## src/rtl/lcts_pkg.sv

```systemverilog
// Shared types, widths and constants of the lane coefficient track smoother.
// Used by every module of the block but lcts_ram; depends on nothing else.
package lcts_pkg;

    // Default number of lanes held in the state memory.
    localparam int LANE_COUNT_DEF = 4;

    // Field widths.
    localparam int LANE_W   = 2;
    localparam int COEFF_W  = 32;
    localparam int RATIO_W  = 17;
    localparam int COUNT_W  = 8;
    localparam int FRAMES_W = 7;

    // Blend arithmetic: difference, product and rounding.
    localparam int DIFF_W      = COEFF_W + 1;
    localparam int PROD_W      = DIFF_W + RATIO_W + 1;
    localparam int ROUND_SHIFT = 16;
    localparam int ROUND_HALF  = 32768;

    // Configuration register indexes.
    localparam int CFG_IDX_W = 2;
    localparam logic [CFG_IDX_W-1:0] CFG_MIX_STEADY   = 2'd0;
    localparam logic [CFG_IDX_W-1:0] CFG_MIX_EARLY    = 2'd1;
    localparam logic [CFG_IDX_W-1:0] CFG_EARLY_FRAMES = 2'd2;
    localparam logic [CFG_IDX_W-1:0] CFG_LOST_LIMIT   = 2'd3;

    // Configuration reset values.
    localparam logic [RATIO_W-1:0]  MIX_STEADY_RST   = 17'd3277;
    localparam logic [RATIO_W-1:0]  MIX_EARLY_RST    = 17'd13107;
    localparam logic [FRAMES_W-1:0] EARLY_FRAMES_RST = 7'd10;
    localparam logic [FRAMES_W-1:0] LOST_LIMIT_RST   = 7'd40;

    // A ratio of exactly 1.0 in Q1.16.
    localparam logic [RATIO_W-1:0] RATIO_ONE = 17'd65536;

    typedef logic signed [COEFF_W-1:0] coeff_t;
    typedef logic signed [PROD_W-1:0]  prod_t;
    typedef logic signed [COUNT_W-1:0] count_t;

    // Limits of the streak counter.
    localparam count_t COUNT_MAX = count_t'(8'h7f);
    localparam count_t COUNT_MIN = count_t'(8'h80);

    // One request: a lane and its freshly fitted quadratic.
    typedef struct packed {
        logic [LANE_W-1:0] lane_index;
        coeff_t            fit_quad;
        coeff_t            fit_linear;
        coeff_t            fit_offset;
    } lcts_in_t;

    // One result: the lane's state after the update.
    typedef struct packed {
        logic [LANE_W-1:0] out_lane;
        coeff_t            smooth_quad;
        coeff_t            smooth_linear;
        coeff_t            smooth_offset;
        logic              tracked;
        logic              seen_now;
        count_t            hit_count;
    } lcts_out_t;

    // One entry of the lane state memory; coefficient 0 is the quadratic term.
    typedef struct packed {
        coeff_t [2:0] coeff;
        logic         tracked;
        count_t       count;
    } lcts_entry_t;

    localparam int ENTRY_W = $bits(lcts_entry_t);

    // Configuration register file.
    typedef struct packed {
        logic [RATIO_W-1:0]  mix_steady;
        logic [RATIO_W-1:0]  mix_early;
        logic [FRAMES_W-1:0] early_frames;
        logic [FRAMES_W-1:0] lost_limit;
    } lcts_cfg_t;

    // Hand-over from the multiply stage to the commit stage.
    typedef struct packed {
        logic [LANE_W-1:0] lane;
        logic              in_range;
        logic              seen;
        coeff_t [2:0]      old;
        prod_t [2:0]       prod;
        logic              tracked;
        count_t            count;
    } lcts_stage_t;

endpackage

```

## src/rtl/lcts_commit.sv

```systemverilog
// Second datapath stage: rounds each product to Q16.16, adds it to the kept
// term and forms the write-back entry and the result. Depends on lcts_pkg.
module lcts_commit (
    input  lcts_pkg::lcts_stage_t stage,
    output lcts_pkg::lcts_entry_t entry,
    output lcts_pkg::lcts_out_t   result
);

    lcts_pkg::prod_t        rounded [3];
    lcts_pkg::coeff_t [2:0] blended;

    // Round half up, then add the step to the old term; a miss keeps the term.
    always_comb
    begin
        for (int k = 0; k < 3; k++)
        begin
            rounded[k] = stage.prod[k] + lcts_pkg::prod_t'(lcts_pkg::ROUND_HALF);
            blended[k] = stage.seen
                       ? stage.old[k] + rounded[k][lcts_pkg::ROUND_SHIFT +: lcts_pkg::COEFF_W]
                       : stage.old[k];
        end
    end

    assign entry.coeff   = blended;
    assign entry.tracked = stage.tracked;
    assign entry.count   = stage.count;

    // A lane outside the memory reports only its index and the detection flag.
    always_comb
    begin
        result.out_lane = stage.lane;
        result.seen_now = stage.seen;
        if (stage.in_range)
        begin
            result.smooth_quad   = blended[0];
            result.smooth_linear = blended[1];
            result.smooth_offset = blended[2];
            result.tracked       = stage.tracked;
            result.hit_count     = stage.count;
        end
        else
        begin
            result.smooth_quad   = '0;
            result.smooth_linear = '0;
            result.smooth_offset = '0;
            result.tracked       = 1'b0;
            result.hit_count     = '0;
        end
    end

endmodule

```

## config.mk

```make
export PLATFORM = sky130hd
export DESIGN_NAME = lcts_commit
export DESIGN_NICKNAME = d
export VERILOG_FILES = /design/src/rtl/lcts_pkg.sv /design/src/rtl/lcts_commit.sv
export SDC_FILE = /design/constraint.sdc
export NUM_CORES = 1
export LEC_CHECK = 0
export ABC_CLOCK_PERIOD_IN_PS = 5900
export BUFFER_PORTS_ARGS = -buffer_cell sky130_fd_sc_hd__buf_2
export CAP_MARGIN = 30
export CORE_AREA = 3 3 182 184
export DETAILED_ROUTE_END_ITERATION = 12
export DIE_AREA = 0 0 185 187
export GPL_ROUTABILITY_DRIVEN = 1
export SLEW_MARGIN = 40
export SYNTH_ARGS = -nofsm -noshare
export SYNTH_HDL_FRONTEND = slang
export SYNTH_SLANG_ARGS = --single-unit
export TNS_END_PERCENT = 30
```

## constraint.sdc

```tcl
create_clock -name vclk -period 5.9
set_input_delay 0.885 -clock vclk [all_inputs]
set_output_delay 0.885 -clock vclk [all_outputs]
set_load 0.005 [all_outputs]
```

**After elaboration in Yosys (flattened, before gate mapping)**

Index checks and enable logic that the tools add are counted.
W data, S select, Z words.

- Add/sub/neg operators: 6
- Multiply operators: 0
- Div/mod/pow operators: 0
- $lt $le $gt $ge: 0
- Equality and inequality tests: 0
- Shifts and indexed selects: 0
- Mux-type cells: 5
- Bitwise logic cells: 0
- Reductions and logical operators: 0

Operators by type and width:

| cell | number |
|---|---|
| $add A48 B17 Y48 const B | 3 |
| $mux W97 | 1 |
| $add A32 B32 Y32 | 3 |
| $mux W32 | 3 |
| $mux W8 | 1 |

- Register bits: 0
- Bits in latches: 0
- RAM bits: 0
- Bits in read-only memories: 0
- Output and inout port bits: 213
- Logic and storage cells: 11
- Memories: 0

**Logic depth before layout (Yosys ltp)**

- Word-level depth: 4
- Depth in mapped cells: 20

**Least setup slack after synthesis**

No wires, ideal clock.

- Path type: input to output
- Start point: input stage[78] in the netlist's numbering
- End point: output result[73] in the netlist's numbering
- Arrival time: 4.315 ns
- Slack: 0.700 ns
- Stages on the path: 18
- Buffers on the path: 0
- Path through: and4_1 and2_1 nand3_1 nor2_1 and3_1 and3_1 and3_1 xor2_1 ha_1 a21oi_1 o21bai_1 a21o_1 a21o_1 a21oi_1 o21ai_0 or3b_2 o221ai_2 mux2i_1

RTL lines:

| element | line | text |
|---|---|---|
| start, declared | lcts_commit.sv:4 | `input lcts_pkg::lcts_stage_t stage,` |
| end, declared | lcts_commit.sv:6 | `output lcts_pkg::lcts_out_t result` |

==> metrics <==
Final #Nets 2054; clock buffer count 0; Area Growth Syn to Fin 30.75%; layout cells sized above 1 33.69%; share of the synthesized area in the top cell type 13.78%; internal power 0.0005945 W; Starting Density 28.20%; Hold Path Sink result[107]; Synth area leaders ha_1 (14%), xnor2_1 (12%), mux2_2 (8.4%); drt drc 0; TNS Setup 0 ns; FF/Latch Area 0 µm²; HP Start stage[261]; worst-margin pin slew 0.7842 ns; Sw Pwr 0.0006799 W; Relative slew margins 47.72%; Placed Cells incl. Taps 2090; number of max-cap violations 0; Max rail drop VDD 58.04 µV; Sw Ratio 53.35%; Final Hold Viols 0; Max Clk Rate 0.1769 GHz; Slew Viols, Final 0; most common cell after layout, fill and taps aside buf_2; Flop pwr share 0%; Die ar. 0.03460 mm²; GPL Wtd Cong 0.8925; Final Setup Violations 0; initial antenna violation count 1; worst hold stages 0; leading area contributor after synthesis ha_1; Final Non-Filler Cells 2091; Worst path slowest cell or3b_2; Mapped Cells 1291; Hold Path Class in -> out; drt wl/cell 16.67 µm; number of global-route vias before repair 10600; Core Box Area 0.03156 mm²; leak pwr 5.605 nW; Die Span Y 187 µm; Unique masters post-synth 76; Syn Nets 1654; CP Launch Type input pin; Mapped Area 0.008899 mm²; register area share after synthesis 0%; syn avg cell area 6.893 µm²; Setup crit end kind output pin; router iterations before antenna repair 5; Iteration-0 DRC Markers 494; clock share of power 0%; required time worst endpoint 5.02 ns; fin crit period 5.653 ns; antenna-violating nets left 0; Comb pwr share 100.0%; vias 10870; IO Port Bufs 417; first-pass GRT wire length 53650 µm; Critical Path, Cell by Cell buf_2, ha_1, and4_1, nand4_1, or2_2, inv_1, nand2_1, xnor2_1, ha_1, inv_1, o21bai_1, a21o_1, a21o_1, a21oi_1, o21ai_0, or3b_2, o221ai_4, mux2i_1, buf_2; RSZ-0062 raised after global routing true; fin crit share 95.82%; Top-Level Pins 475; Max stage delay on crit path 0.49 ns; Routed WL 34860 µm; seq_cells 0; Via density 5.198; critical setup path kind in -> out; Antenna diodes 0; fill count 3435; Pwr Density 109.5 mW/mm²; Syn. warnings 0; crit-path max FO 5; largest net degree at the start of global routing 81; outcome complete, no violations; GR Overflow Total 0; crit path DAT 4.77 ns; # rows 65; GRT Util Overall 18.53%; chip width 185 µm; most frequent cells in the layout buf_2 (416), xnor2_1 (125), a21oi_1 (114); Final HPWL DP 30450 µm
-- Yosys cell counts, types with 16 or more instances --
library cell	instances
xnor2_1	125
a21oi_1	115
nand2_1	108
and2_1	103
ha_1	98
nor2_1	85
mux2_2	66
nand3_1	65
o21ai_0	54
clkbuf_1	51
a21o_1	48
xor2_1	45
inv_1	36
and3_1	34
nand4_1	28
nor3_1	18
a211oi_1	16
-- worst max path at each step --
stage | slack, ns | startpoint | end | cells past startpoint
after floorplan | 0.70 | stage[78] | result[73] | 18
after global placement | 0.10 | stage[77] | result[73] | 20
after detailed placement | 0.04 | stage[77] | result[73] | 20
after CTS | 0.02 | stage[77] | result[73] | 20
after global routing | -0.01 | stage[27] | result[103] | 18
final | 0.25 | stage[76] | result[73] | 19
-- critical path: cells and delay by family --
kind	cells	cell delay (ns)
and+or+nand+nor	5	1.43
AOI/OAI and AO/OA	6	1.02
xor gates and xnor gates	1	0.13
adders and majority gates	2	0.55
muxes	1	0.21
buffers and inverters	4	0.51
-- metrics by stage --
stage	power, W	setup WS (ns)	util (%)	hold WS (ns)	area, µm²
finish	0.001274	0.2468	36.87	1.770	11630
detailed placement	0.001260	0.03541	36.59	1.770	11540
CTS	0.001269	0.01787	36.59	1.770	11540
global placement	0.001254	0.1001	36.57	1.770	11540
floorplan	0.0007701	0.7003	-	1.825	8899
global route	0.001410	-0.01292	36.87	1.770	11630
-- cell families after synthesis --
kind of cell / share of synthesized area [%]
and+or+nand+nor: 29.88
AOI/OAI and AO/OA: 25.07
xor gates and xnor gates: 16.73
buffers and inverters: 4.837
adders and majority gates: 14.45
muxes: 9.027
-- what timing repair did --
item,4_1_cts,5_1_grt
endpoints found under the setup margin,0,14
resized for setup,0,22
hold buffers,0,0
buffers inserted,0,1
endpoints found under the hold margin,0,0
-- layer usage --
layer	share of wire (%)	track usage, %
met4	1.4	2.280
met2	49	34.89
met3	5.3	1.439
met5	0.057	0
met1	44	23.40
-- power by group through the flow --
stage | Combinational [W] | Clock [W] | Sequential (W)
final | 0.00127 | 0 | 0
after global routing | 0.00141 | 0 | 0
after CTS | 0.00127 | 0 | 0
after detailed placement | 0.00126 | 0 | 0
after global placement | 0.00125 | 0 | 0
after floorplan | 0.000770 | 0 | 0
-- final cells by class --
cell class,instances,area [µm²],share of cell area [%]
repair buffers,464,2446,21.02
inverters,36,135.1,1.161
multi-input cells,1189,8551,73.49
well taps,402,503.0,4.323
Power figures use the tool's default switching activity.
