File: src/rtl/lcts_ram.sv
// Generic single-port-write, single-port-read RAM with a registered read.
// Stand-alone; used for the lane state memory.
module lcts_ram #(
    parameter int WIDTH = 8,
    parameter int DEPTH = 4,
    localparam int ADDR_W = (DEPTH > 1) ? $clog2(DEPTH) : 1
) (
    input  logic              clk,
    input  logic              we,
    input  logic [ADDR_W-1:0] waddr,
    input  logic [WIDTH-1:0]  wdata,
    input  logic              re,
    input  logic [ADDR_W-1:0] raddr,
    output logic [WIDTH-1:0]  rdata
);

    logic [WIDTH-1:0] mem [DEPTH];
    logic [WIDTH-1:0] rdata_reg;

    // Write port.
    always_ff @(posedge clk)
    begin
        if (we)
        begin
            mem[waddr] <= wdata;
        end
    end

    // Read port; a read at the address being written returns the old data.
    always_ff @(posedge clk)
    begin
        if (re)
        begin
            rdata_reg <= mem[raddr];
        end
    end

    assign rdata = rdata_reg;

endmodule

File: config.mk
export PLATFORM = sky130hd
export DESIGN_NAME = lcts_ram
export DESIGN_NICKNAME = d
export VERILOG_FILES = /design/src/rtl/lcts_ram.sv
export SDC_FILE = /design/constraint.sdc
export NUM_CORES = 1
export LEC_CHECK = 0
export ABC_AREA = 1
export BUFFER_PORTS_ARGS = -buffer_cell sky130_fd_sc_hd__buf_2
export CAP_MARGIN = 15
export CORE_MARGIN = 3
export CORE_UTILIZATION = 50
export DETAILED_ROUTE_END_ITERATION = 8
export PLACE_DENSITY = 0.79
export SLEW_MARGIN = 5
export SYNTH_ARGS = -nofsm -noshare
export SYNTH_HDL_FRONTEND = slang
export SYNTH_SLANG_ARGS = --single-unit
File: constraint.sdc
create_clock -name clk -period 2.9 [get_ports clk]
set_input_delay 0.145 -clock clk [delete_from_list [all_inputs] [get_ports clk]]
set_output_delay 0.145 -clock clk [all_outputs]
set_load 0.005 [all_outputs]
; After elaboration in Yosys (flattened, before gate mapping)
; Memories as Yosys holds them, arrays and structs flattened. A register that Yosys moved wholly into a read port is not among the register bits.
; Cells that the tools add are included.
[totals]
regBits = 0
ramBits = 32
input_bits = 15
wordCells = 3
n_memories = 1
[memory_table]
columns = memory, words, width, read_ports, rd_clocked_by_memory_dff, write_ports, line_no
row1 = mem, 4, 8, 1, 1, 1, 17  ; logic [WIDTH-1:0] mem [DEPTH];
[classes]
n_mux = 2
[op_table]
columns = cell, count
row1 = 1-bit 2-to-1 mux, 2

; Longest topological paths before layout
; Gate-level depths: netlist of run 1.
[logic_depth]
word_depth = 2
ltp_mapped = 6
depth_no_buf = 4

; Least setup slack after synthesis of run 1
; OpenSTA, ideal clock, no wires.
[synth_timing]
path_type = input port to flip-flop
startpoint = input port waddr[0]
endpoint = memory mem[3][0], enable pin
t_arrival_ns = 0.825
required_time_ns = 2.517
path_slack_ns = 1.692
path_stages = 2
cell_sequence = inv_1 > nor3_1
[synth_lines]
columns = item, line_no
row1 = "start, declared", 10  ; input logic [ADDR_W-1:0] waddr,
row2 = "end, declared", 17
; No word-level cell before the write port.

; Worst setup path after layout of run 1
[layout_timing]
startpoint = input port waddr[1]
endpoint = memory mem[2][5], enable pin
; No word-level cell before the write port.

==> summary.md, run 1 <==
The portion of netlist area occupied by mux cells is 0%, and the worst ir drop on vdd is 0.375 mV. The top fanout value on the critical path works out to 8. Largest stage delay on the critical path: 0.83 ns. Worst-case reg-to-reg path depth: 4. The worst path needs 1.16 ns of the cycle, external delays included.

The run gives 1.11 mW as the sum of internal, switching and leakage power. The setup path with the least slack is of type in -> reg. Summing all multi-input logic gate instances after layout gives 250 sq um. The tools report the global-route total usage across every layer as 15.1%.

Wires add up to 2780 um. The xor and xnor fraction of the mapped netlist area works out to 0%. The top cell type by area accounts for 73.8% of the synthesized area. During synthesis, Yosys emitted a total of 0 warnings. The instance area after placement is 1760 sq um, and the flip-flop count of the largest register after layout is 32. In the synthesized netlist, the cells that appear most often are 40 x sky130_fd_sc_hd__edfxtp_1, 40 x sky130_fd_sc_hd__nand2_1, 36 x sky130_fd_sc_hd__inv_1, 16 x sky130_fd_sc_hd__nand3_1, 4 x sky130_fd_sc_hd__nor3_1. The tools report the part of the Yosys area used for sequential elements as 73.8%. Global-route congestion overflow total: 0. Data on the critical path is required at its endpoint by 2.88 ns. After Yosys synthesis, and, or, nand and nor cells account for 15.4% of the synthesized area. TritonCTS built the clock tree.

Actual transition at the worst max-transition pin: 1.05 ns. Setup repair after global routing left no endpoint under its margin. The run gives 0 as the post-CTS setup buffer count. The sequential cells in the finished layout cover a total of 1200 sq um.

Slack of the worst reg-to-reg path: 1.98 ns. Sorting the synthesized cells by area gives the leading types as sky130_fd_sc_hd__edfxtp_1 74%, sky130_fd_sc_hd__nand2_1 9.2%, sky130_fd_sc_hd__inv_1 8.3%. Summing all non-filler instances in the final layout gives an area of 1840 sq um. Number of antenna repair diodes: 0. The synthesized design spends more area on one cell type than any other, namely sky130_fd_sc_hd__edfxtp_1. The number of antenna violations at the first check in global routing was 0. In this run the vertical extent of the chip is 63.1 um. The share of synthesized registers carrying an async set or reset is 0%, and the data arrival at the endpoint of the critical path is 1.14 ns. The floorplan has 20 rows. The worst slew slack as a fraction of its limit is 29.8%, and the filler cell count in the final layout is 254.

The final layout net count was 181; the post-synth design cell area was 1630 sq um. After clock tree synthesis, the clock-pin slew on the worst setup and hold paths is 0.11 ns. The number of global-route vias before repair was 889. Port buffering added 22 buffers. The power per cell area was 606 nW/um^2. The logs give 2 for the CTS H-tree depth and 0 for the number of nets with antenna violations after detailed routing. The growth of design area from synthesis to finish was 12.9%; the count of cells resized by post-cts repair was 0.

The first global-routing pass estimated 4350 um of wire. The tools report the reg-to-reg critical path endpoint as rdata[4]$_DFFE_PP_. Between clock sinks in the finished design, the worst skew comes to 0.00537 ns. The core region is 3080 sq um.

The number of different library cells used by synthesis comes to 9. The logs give 5 for the first-pass iteration count of the detailed router and 0.0326 ns for the worst-case hold slack. The tree is rooted in a sky130_fd_sc_hd__clkbuf_4. The DRC violation total after the first TritonRoute iteration came out at 35. When the netlist entered floorplanning its net count stood at 156. The number of max-slew violations in the final report was 0; the clock buffer count from CTS was 5.

Width of the die: 63.1 um. The flow ran to the end, and the final reports show no timing, DRC or antenna violations. The run gives 0 as the post-detailed-route DRC marker count. The placer's final routability congestion estimate is 0.896. After technology mapping, the gate count stands at 141. The cell at the slowest stage of the critical path was sky130_fd_sc_hd__nor3_1. The routed layout has 995 vias.

The number of buffers and inverters on the critical path was 2. Summed over all failing endpoints, the final setup total negative slack is 0 ns. Setup violations remaining at the end of the flow were counted as 0. The worst hold path stage count is 1, and the final hold violation count is 0. Max-cap violations in this run came to 0.

Category of cells accounting for the largest share of critical-path delay: simple AND/OR/NAND/NOR gates. Arithmetic-cell share of the synthesized area counting full adders, half adders and majority gates: 0%. The post-detailed-route wirelength per cell was 13.2 um. During I/O placement, the number of pins put on the boundary was 23. Detailed placement finished with a half-perimeter wire length of 2040 um. In this run the static leakage power is 0.836 nW.

The leading register cell type out of synthesis is sky130_fd_sc_hd__edfxtp_1. Yosys mapped a number of flops with a built-in enable equal to 40. Floorplan die area: 3980 sq um.

Summing the areas of all compound-gate instances in the mapped netlist gives 0% of the synthesized area. STA classifies the critical path endpoint as a register. Entering global routing, the biggest net connects 18 pins. In this run the most critical hold path is launched from wdata[2].

The clock passes through at most 2 buffers. The worst hold path belongs to the class in -> reg. The initial utilization of the core area, before any placement, comes to 52.9%. Derived from the worst setup path, the maximum achievable clock frequency is 0.863 GHz. The worst register-to-register path begins at mem[2][4]$_DFFE_PP_. Walking the worst path, the cells encountered are buf_2 -> inv_1 -> nor3_1. Hold repair after CTS inserted 0 buffers. The clock latency on the worst-skew pair is 0.34 ns. The mean area per synthesized cell was 11.5 sq um. In this run, synthesis produced a sequential element count of 40. The via density per instance is 4.72. The destination of the worst hold path was mem[2][2]$_DFFE_PP_. The part of the cycle the worst path needs came out at 40.0%. For this design, the sink count on the clock tree is 40. STA classifies the critical path startpoint as a primary input. After synthesis, the largest family of logic cells by area is simple AND/OR/NAND/NOR gates. Cells with a size suffix above 1 make up 18.6% of the layout.
==> through the flow <==
| step | setup slack [ns] | utilization [%] | instances |
|---|---|---|---|
| floorplan | 1.69 | - | 141 |
| global placement | 1.44 | 57.1 | 203 |
| detailed placement | 1.34 | 57.1 | 203 |
| CTS | 1.69 | 59.7 | 211 |
| global route | 1.67 | 59.7 | 211 |
| finish | 1.74 | 59.7 | 211 |
==> kinds of logic (layout without fill, tap and decap cells) <==
group	Yosys count	count (layout)
flip-flops	40	40
buffers and inverters	41	67
AND/OR/NAND/NOR	60	60
==> cells in the final DEF, fill, tap and decap left out, drive strengths merged <==
master    synthesis  final
buf               4     22
bufinv            0      1
clkbuf            0      5
clkinv            0      1
clkinvlp          0      1
edfxtp           40     40
inv              37     37
nand2            40     40
nand3            16     16
nor3              4      4
==> layout make-up <==
| type | instances | share of cell area (%) |
|---|---|---|
| sequential | 40 | 65.4 |
| multi-input combinational | 60 | 13.6 |
| inverter | 37 | 7.69 |
| timing repair buffer | 22 | 5.99 |
| tap | 44 | 3.00 |
| clock inverter | 3 | 2.31 |
| clock buffer | 5 | 2.04 |
==> report_power, final <==
part           switching (mW)  internal (mW)
sequential            0.00782          0.671
combinational          0.0507         0.0268
clock                   0.178          0.180
total                   0.237          0.877
==> how the worst max path moves through the flow <==
stage	startpoint	to	slack, ns	depth (start not counted)
after global placement	waddr[0]	mem[3][3]$_DFFE_PP_	1.44	3
after floorplan	waddr[0]	mem[3][0]$_DFFE_PP_	1.69	2
after CTS	waddr[1]	mem[2][5]$_DFFE_PP_	1.69	3
after global routing	waddr[1]	mem[2][2]$_DFFE_PP_	1.67	3
final	waddr[1]	mem[2][5]$_DFFE_PP_	1.74	3
after detailed placement	waddr[1]	mem[2][5]$_DFFE_PP_	1.34	3
==> metal layers <==
metal  track usage [%]  wire (um)  vias to the layer above
met5                 0          0                        -
met4              6.06         58                        0
met3              5.53        155                        9
met2              22.7       1290                       34
met1              20.0       1280                      454
li1                  -          -                      498
(Power assumes the default switching activity.)
==> run 2, diff against run 1 <==
--- a/config.mk
+++ b/config.mk
@@ -11,7 +11,7 @@
 export CORE_MARGIN = 3
 export CORE_UTILIZATION = 50
 export DETAILED_ROUTE_END_ITERATION = 8
-export PLACE_DENSITY = 0.79
+export PLACE_DENSITY = 0.82
 export SLEW_MARGIN = 5
 export SYNTH_ARGS = -nofsm -noshare
 export SYNTH_HDL_FRONTEND = slang
==> constraint.sdc (replaced) <==
create_clock -name clk -period 1 [get_ports clk]
set_input_delay 0.05 -clock clk [delete_from_list [all_inputs] [get_ports clk]]
set_output_delay 0.05 -clock clk [all_outputs]
set_load 0.005 [all_outputs]
==> run 2 against run 1 <==
  * Non-clock buffer count grew 12
  * Worst setup slack got worse by 1.6 ns
  * Utilization is 2.9 points higher
  * Clock power grew 110%
  * Final cell count up 5.2%
  * Register-to-register slack lost 1.9 ns
  * Cell area rose by 4.9%
  * Sequential share of layout area is 3.1 points lower
  * Via count grew 5.7%
  * Sequential cell count unchanged
  * Critical path type is now reg -> out
  * Largest power group unchanged
==> summary.md, run 2 (same netlist as run 1, synthesis figures left out) <==
0 antenna diodes ended up in the layout. Pin placement for this block handled 23 I/O pins. CTS H-tree depth: 2.

The number of I/O port buffers was 22; the part of the cycle the worst path needs was 90.2%. STA classifies the critical path endpoint as an output pin. The run finished with clean final reports. TritonCTS built the clock tree.

The wire length of the first global-routing pass was 4510 um; the via count was 1052. Setup violations remaining at the end of the flow were counted as 0. Final worst slack: 0.0977 ns. The post-placement setup slack was 0.0920 ns. After detailed routing, the total wire length is 2760 um. Once layout is done, the placed cells without fillers occupy 1930 sq um. In the final layout, the share of cells above drive strength 1 is 20.2%.

For the clock buffer count from CTS, the log shows 5. In this run the remaining antenna-violating nets after routing total 0. From synthesis to final layout, the design area changed by 18.4%.

The number of antenna violations at the first check in global routing was 0; the number of buffers and inverters on the critical path was 1. The cell at the slowest stage of the critical path is sky130_fd_sc_hd__edfxtp_1. In this run the tightest slew margin relative to its limit is 78.4%. For the finished layout, the period the worst path requires is 0.902 ns.

The critical path class is reg -> out. For the starting density of the core, the log shows 52.9%. Setup repair after global routing left no endpoint under its margin.

The power per cell area was 1540 nW/um^2. The worst setup path is launched from a register. No sink is reached through more buffers than the 2 on the longest clock path. The global-route total usage across every layer was 15.4%; the HPWL after detailed placement was 2000 um. In this run the standard cell core region covers 3080 sq um.

The slack of the worst reg-to-reg path came out at 0.1 ns. The count of cells resized by post-cts repair came out at 0. The number of global-route vias before repair came out at 969. After clock tree synthesis, the clock-pin slew on the worst setup and hold paths is 0.11 ns. The placed instances occupy a cell area of 1800 sq um. For this run, design rule violations remaining after detail routing come to 0. After detailed routing, the average wire length per cell comes to 12.4 um. The worst hold path belongs to the class in -> reg. The final hold violation count was 0. The tools report the number of max-slew violations in the final report as 0. STA puts the critical path data arrival time at 0.85 ns.

The actual transition at the worst max-transition pin is 0.324 ns. The die covers 3980 sq um. The category of cells accounting for the largest share of critical-path delay is flip-flops.

The tools report the clock latency on the worst-skew pair as 0.35 ns. The top fanout value on the critical path is 1. The flip-flop count of the largest register after layout is 32. The tools report the number of rows created at floorplan as 20.

The analysis attributes to cell leakage a power of 0.879 nW. The global-route congestion overflow total is 0, and the filler cell count in the final layout is 249. The clock net in this run drives a total of 40 sinks.

The critical path goes through buf_2. The run gives 193 as the final layout net count. For the first-pass iteration count of the detailed router, the log shows 4. DRC violation total after the first TritonRoute iteration: 51.

For the sum of internal, switching and leakage power, the log shows 2.97 mW. The via density per instance is 4.74, and the maximum achievable frequency is 1.11 GHz. The logs give 1200 sq um for the area taken by flip-flops and latches and 0 ns for the accumulated negative setup slack. Clock skew on the completed layout was measured at 0.00418 ns.

In the layout the commonest cells are 40 x sky130_fd_sc_hd__nand2_1, 40 x sky130_fd_sc_hd__edfxtp_1, 36 x sky130_fd_sc_hd__inv_1, 22 x sky130_fd_sc_hd__buf_2, 16 x sky130_fd_sc_hd__nand3_1. The die is 63.1 um wide. The tools report the max-cap violation count as 0. Entering global routing, the biggest net connects 18 pins. The floorplan step set the die height to 63.1 um.

Summing all multi-input logic gate instances after layout gives 260 sq um. The largest stage delay on the critical path is 0.37 ns, and the data required time of the critical path is 0.95 ns. The congestion estimate from routability-driven global placement came to 0.804. In this run the clock root is driven by a sky130_fd_sc_hd__clkbuf_4.

For the worst ir drop on vdd, the log shows 0.945 mV.
==> run 2: changes by cell type in the layout (fill, tap and decap cells not counted), sizes merged <==
cell,delta
dlygate4sd3,+8
buf,+4
bufinv,-1
==> run 2: through the flow <==
stage / utilization (%) / hold slack (ns) / instances
global route: 62.6 / 0.0272 / 222
CTS: 62.6 / 0.0222 / 222
global placement: 58.4 / 0.265 / 207
floorplan: - / 0.149 / 141
detailed placement: 58.4 / 0.267 / 207
finish: 62.6 / 0.0296 / 222
==> run 2: power breakdown <==
group | switching, mW | leakage [nW] | internal [mW]
sequential | 0.0203 | 0.373 | 1.94
clock | 0.493 | 0.0271 | 0.256
combinational | 0.152 | 0.479 | 0.106
==> run 2: worst paths after layout <==
path / from / depth (start not counted) / end
max reg2reg: mem[0][3]$_DFFE_PP_ / 4 / rdata[3]$_DFFE_PP_
max: rdata[5]$_DFFE_PP_ / 1 / rdata[5]
min reg2reg: mem[1][7]$_DFFE_PP_ / 4 / rdata[7]$_DFFE_PP_
min: re / 1 / rdata[5]$_DFFE_PP_
==> run 2: worst reg2reg max path, cell delays in order, from the launching register on <==
cell and delay [ns]:
sky130_fd_sc_hd__edfxtp_1 0.40, sky130_fd_sc_hd__inv_1 0.09, sky130_fd_sc_hd__nand2_1 0.06, sky130_fd_sc_hd__nand3_1 0.08, sky130_fd_sc_hd__nand2_1 0.05
==> run 2: final cells by class <==
class                           instances  area share, %
Timing Repair Buffer                   34           11.4
Clock inverter                          2          0.649
Inverter                               37           7.33
Clock buffer                            5           1.95
Tap cell                               44           2.86
Multi-Input combinational cell         60           13.5
Sequential cell                        40           62.3
==> run 2: metal layers <==
| layer | global-route usage [%] | wire length (um) | part of all wire, % | vias up |
|---|---|---|---|---|
| met3 | 5.17 | 138 | 5.0 | 10 |
| met2 | 24.9 | 1370 | 50 | 37 |
| met1 | 18.2 | 1180 | 43 | 487 |
| li1 | - | - | - | 518 |
| met4 | 8.26 | 72 | 2.6 | 0 |
| met5 | 0 | 0 | 0 | - |
==> run 2: what timing repair did <==
item / 4_1_cts / 5_1_grt
setup buffers: 0 / 0
hold endpoints to repair: 32 / 0
hold buffers: 8 / 0
==> run 3, diff against run 2 <==
--- a/config.mk
+++ b/config.mk
@@ -8,6 +8,7 @@
 export ABC_AREA = 1
 export BUFFER_PORTS_ARGS = -buffer_cell sky130_fd_sc_hd__buf_2
 export CAP_MARGIN = 15
+export CORE_ASPECT_RATIO = 1.75
 export CORE_MARGIN = 3
 export CORE_UTILIZATION = 50
 export DETAILED_ROUTE_END_ITERATION = 8
==> run 3 against run 2 <==
  * Sequential power barely moved
  * Sequential cell count unchanged
  * Clock skew about the same
  * Sequential share of layout area decreased by 1.7 points
  * Combinational power decreased by 2%
  * Routed wire length down 7.2%
  * Clock power is 67% higher
  * Die area increased by 0.67%
  * Worst setup slack better by 0.038 ns
  * Critical path type is now reg -> reg
  * Critical endpoint is now rdata[6]$_DFFE_PP_
  * Largest power group unchanged
  * Highest routed layer unchanged
==> summary.md, run 3 (same netlist as run 1, synthesis figures left out) <==
The number of antenna violations at the first check in global routing was 0. The top fanout value on the critical path works out to 1. The worst ir drop on vdd was 1.50 mV. The critical path goes through inv_1 -> nand2_1 -> nand3_1 -> nand2_1. In this run, the clock network consumes 36.1% of the power. The number of max-slew violations in the final report came out at 0.

The flow ran to the end, and the final reports show no timing, DRC or antenna violations. The repair_antennas step left the layout with diodes totalling 0. TritonCTS built the clock tree.

The clock sink count is 40. In this run the vertical extent of the chip is 81.5 um. Summing all multi-input logic gate instances after layout gives 260 sq um. Setup total negative slack on the finished layout was measured at 0 ns. The count of nets left with antenna violations once routing finished came out at 0.

The top-level I/O count is 23, and the sequential share of power is 56.6%. In the final layout, the share of cells above drive strength 1 is 20.1%. The DRC violation total after the first TritonRoute iteration is 33. In this run the critical register-to-register path is launched from mem[1][6]$_DFFE_PP_. The routed layout has 1013 vias. The first-pass iteration count of the detailed router was 4; the growth of design area from synthesis to finish was 21.8%.

The run gives 0.907 nW as the static power due to leakage. The slowest stage of the critical path belongs to the cell sky130_fd_sc_hd__edfxtp_1. The largest stage delay on the critical path is 0.36 ns. The area taken by flip-flops and latches was 1200 sq um. The actual transition at the worst max-transition pin was 0.311 ns. The worst setup path is captured at a register. The logs give 0 for the final hold violation count and 0.14 ns for the slack of the worst reg-to-reg path.

The worst setup path is launched from a register. The global-route congestion overflow total was 0. Counting stages on the worst path, the most repeated cell is sky130_fd_sc_hd__nand2_1. In the layout the commonest cells are 40 x sky130_fd_sc_hd__nand2_1, 40 x sky130_fd_sc_hd__edfxtp_1, 36 x sky130_fd_sc_hd__inv_1, 22 x sky130_fd_sc_hd__buf_2, 16 x sky130_fd_sc_hd__nand3_1. Measured in cells, the most critical reg-to-reg path has a length of 4. Headroom to the max-slew limit came out at 79.3%. For this run, the top clock speed supported by timing is 1.16 GHz.

The clock passes through at most 2 buffers. The core region is 3030 sq um. In this run, the combinational gates consume 7.3% of the power.

Cell internal power was estimated by the tool at 2.79 mW. Setup repair after global routing left no endpoint under its margin. Row generation in the floorplan step produced 26 rows.

The CTS H-tree depth is 2. Of the available clock period, the critical path in the final layout requires 86.5%. The cell family contributing the most delay on the critical path is flip-flops. The post-layout minimum cycle time is 0.865 ns.

The number of gates resized after CTS was 0. The floorplan die area came out at 4000 sq um. The number of buffers and inverters on the critical path was 1; the post-detailed-route DRC marker count was 0.

The number of buffers added to fix hold violations after cts was 8. The placer's final routability congestion estimate was 0.780. The post-detailed-route wirelength per cell came out at 11.6 um. The tools report the destination of the worst hold path as rdata[4]$_DFFE_PP_.

Between clock sinks in the finished design, the worst skew comes to 0.00398 ns. In this run the most critical hold path is launched from re. The first global-routing pass estimated 4360 um of wire.

The endpoint identified for the worst register-to-register timing path is rdata[6]$_DFFE_PP_. The number of setup buffers added after CTS is 0. At the worst endpoint, the arrival time is 0.91 ns. Clock latency on the worst-skew pair, taken at its later pin, is 0.29 ns. By startpoint and endpoint, the worst setup path is classified as reg -> reg. Data on the critical path is required at its endpoint by 1.05 ns.

The run gives 0 as the final number of setup-violating endpoints. For the starting density of the core, the log shows 53.8%. Worst hold path stage count: 1. The tools report the number of global-route vias before repair as 1003.

The filler cells instantiated in the layout total 249. After detailed placement, the total cell area comes to 1800 sq um. Once layout is done, the placed cells without fillers occupy 1980 sq um. The number of I/O port buffers is 22.

Wires add up to 2560 um. The maximum number of pins on one net before global-route repair is 18. Of the total power, the share spent switching nets is 19.6%. The global-route total usage across every layer is 15.2%, and the switching power of the nets is 681 uW. The path class of the lowest-slack min-delay path is in -> reg.

Clock-pin slew was measured on the worst setup and hold paths at 0.07 ns. The tool flagged a number of max-cap violations equal to 0. Clock buffer count from CTS: 5. HPWL after detailed placement: 1860 um. The register with the most flip-flops in the layout has 32 of them. The final layout contains 193 nets. The power per cell area came out at 1750 nW/um^2. The die is 49.1 um wide.

The tools report the cell at the root of the clock tree as sky130_fd_sc_hd__clkbuf_8. In the routed layout, each cell is associated on average with a via count of 4.58.
==> run 3: changes by cell type in the layout (fill, tap and decap cells not counted), sizes merged <==
cell	change
bufinv	+1
clkbuf	+1
clkinvlp	-1
==> run 3: worst max-delay path by stage <==
| stage | from | to | depth (start not counted) |
|---|---|---|---|
| 2_1_floorplan | waddr[1] | mem[2][0]$_DFFE_PP_ | 2 |
| 5_1_grt | mem[3][7]$_DFFE_PP_ | rdata[7]$_DFFE_PP_ | 4 |
| 4_1_cts | mem[1][4]$_DFFE_PP_ | rdata[4]$_DFFE_PP_ | 4 |
| 3_3_place_gp | waddr[1] | mem[2][6]$_DFFE_PP_ | 4 |
| 6_report | mem[1][6]$_DFFE_PP_ | rdata[6]$_DFFE_PP_ | 4 |
| 3_5_place_dp | waddr[1] | mem[2][6]$_DFFE_PP_ | 4 |
==> run 3: final cells by class <==
| cell class | instances | share of cell area [%] |
|---|---|---|
| clock buffer | 6 | 3.66 |
| clock inverter | 2 | 1.77 |
| inverter | 37 | 7.13 |
| multi-input combinational | 60 | 13.1 |
| sequential | 40 | 60.6 |
| tap | 42 | 2.65 |
| timing repair buffer | 34 | 11.1 |
==> run 3: per-layer routing <==
layer  wire, um  global-route usage (%)
met5          0                       0
met1        982                    14.3
met4         73                    9.97
met2       1380                    28.1
met3        123                    4.36
==> run 3: per-stage QoR <==
stage,hold WS (ns),setup slack (ns),util [%],std cells,power [mW]
after floorplan,0.149,-0.108,-,141,2.14
after global placement,0.261,0.129,59.3,205,2.22
after detailed placement,0.269,0.0409,59.3,205,2.24
after CTS,0.0951,0.129,65.6,221,3.50
after global routing,0.106,0.0688,65.6,221,3.62
final,0.0911,0.135,65.6,221,3.47
==> run 3: power by group through the flow <==
stage / combinational, mW / sequential (mW) / clock [mW]
6_report: 0.253 / 1.97 / 1.25
5_1_grt: 0.288 / 1.98 / 1.35
4_1_cts: 0.256 / 1.97 / 1.28
3_5_place_dp: 0.230 / 2.01 / 0
3_3_place_gp: 0.216 / 2.00 / 0
2_1_floorplan: 0.131 / 2.01 / 0
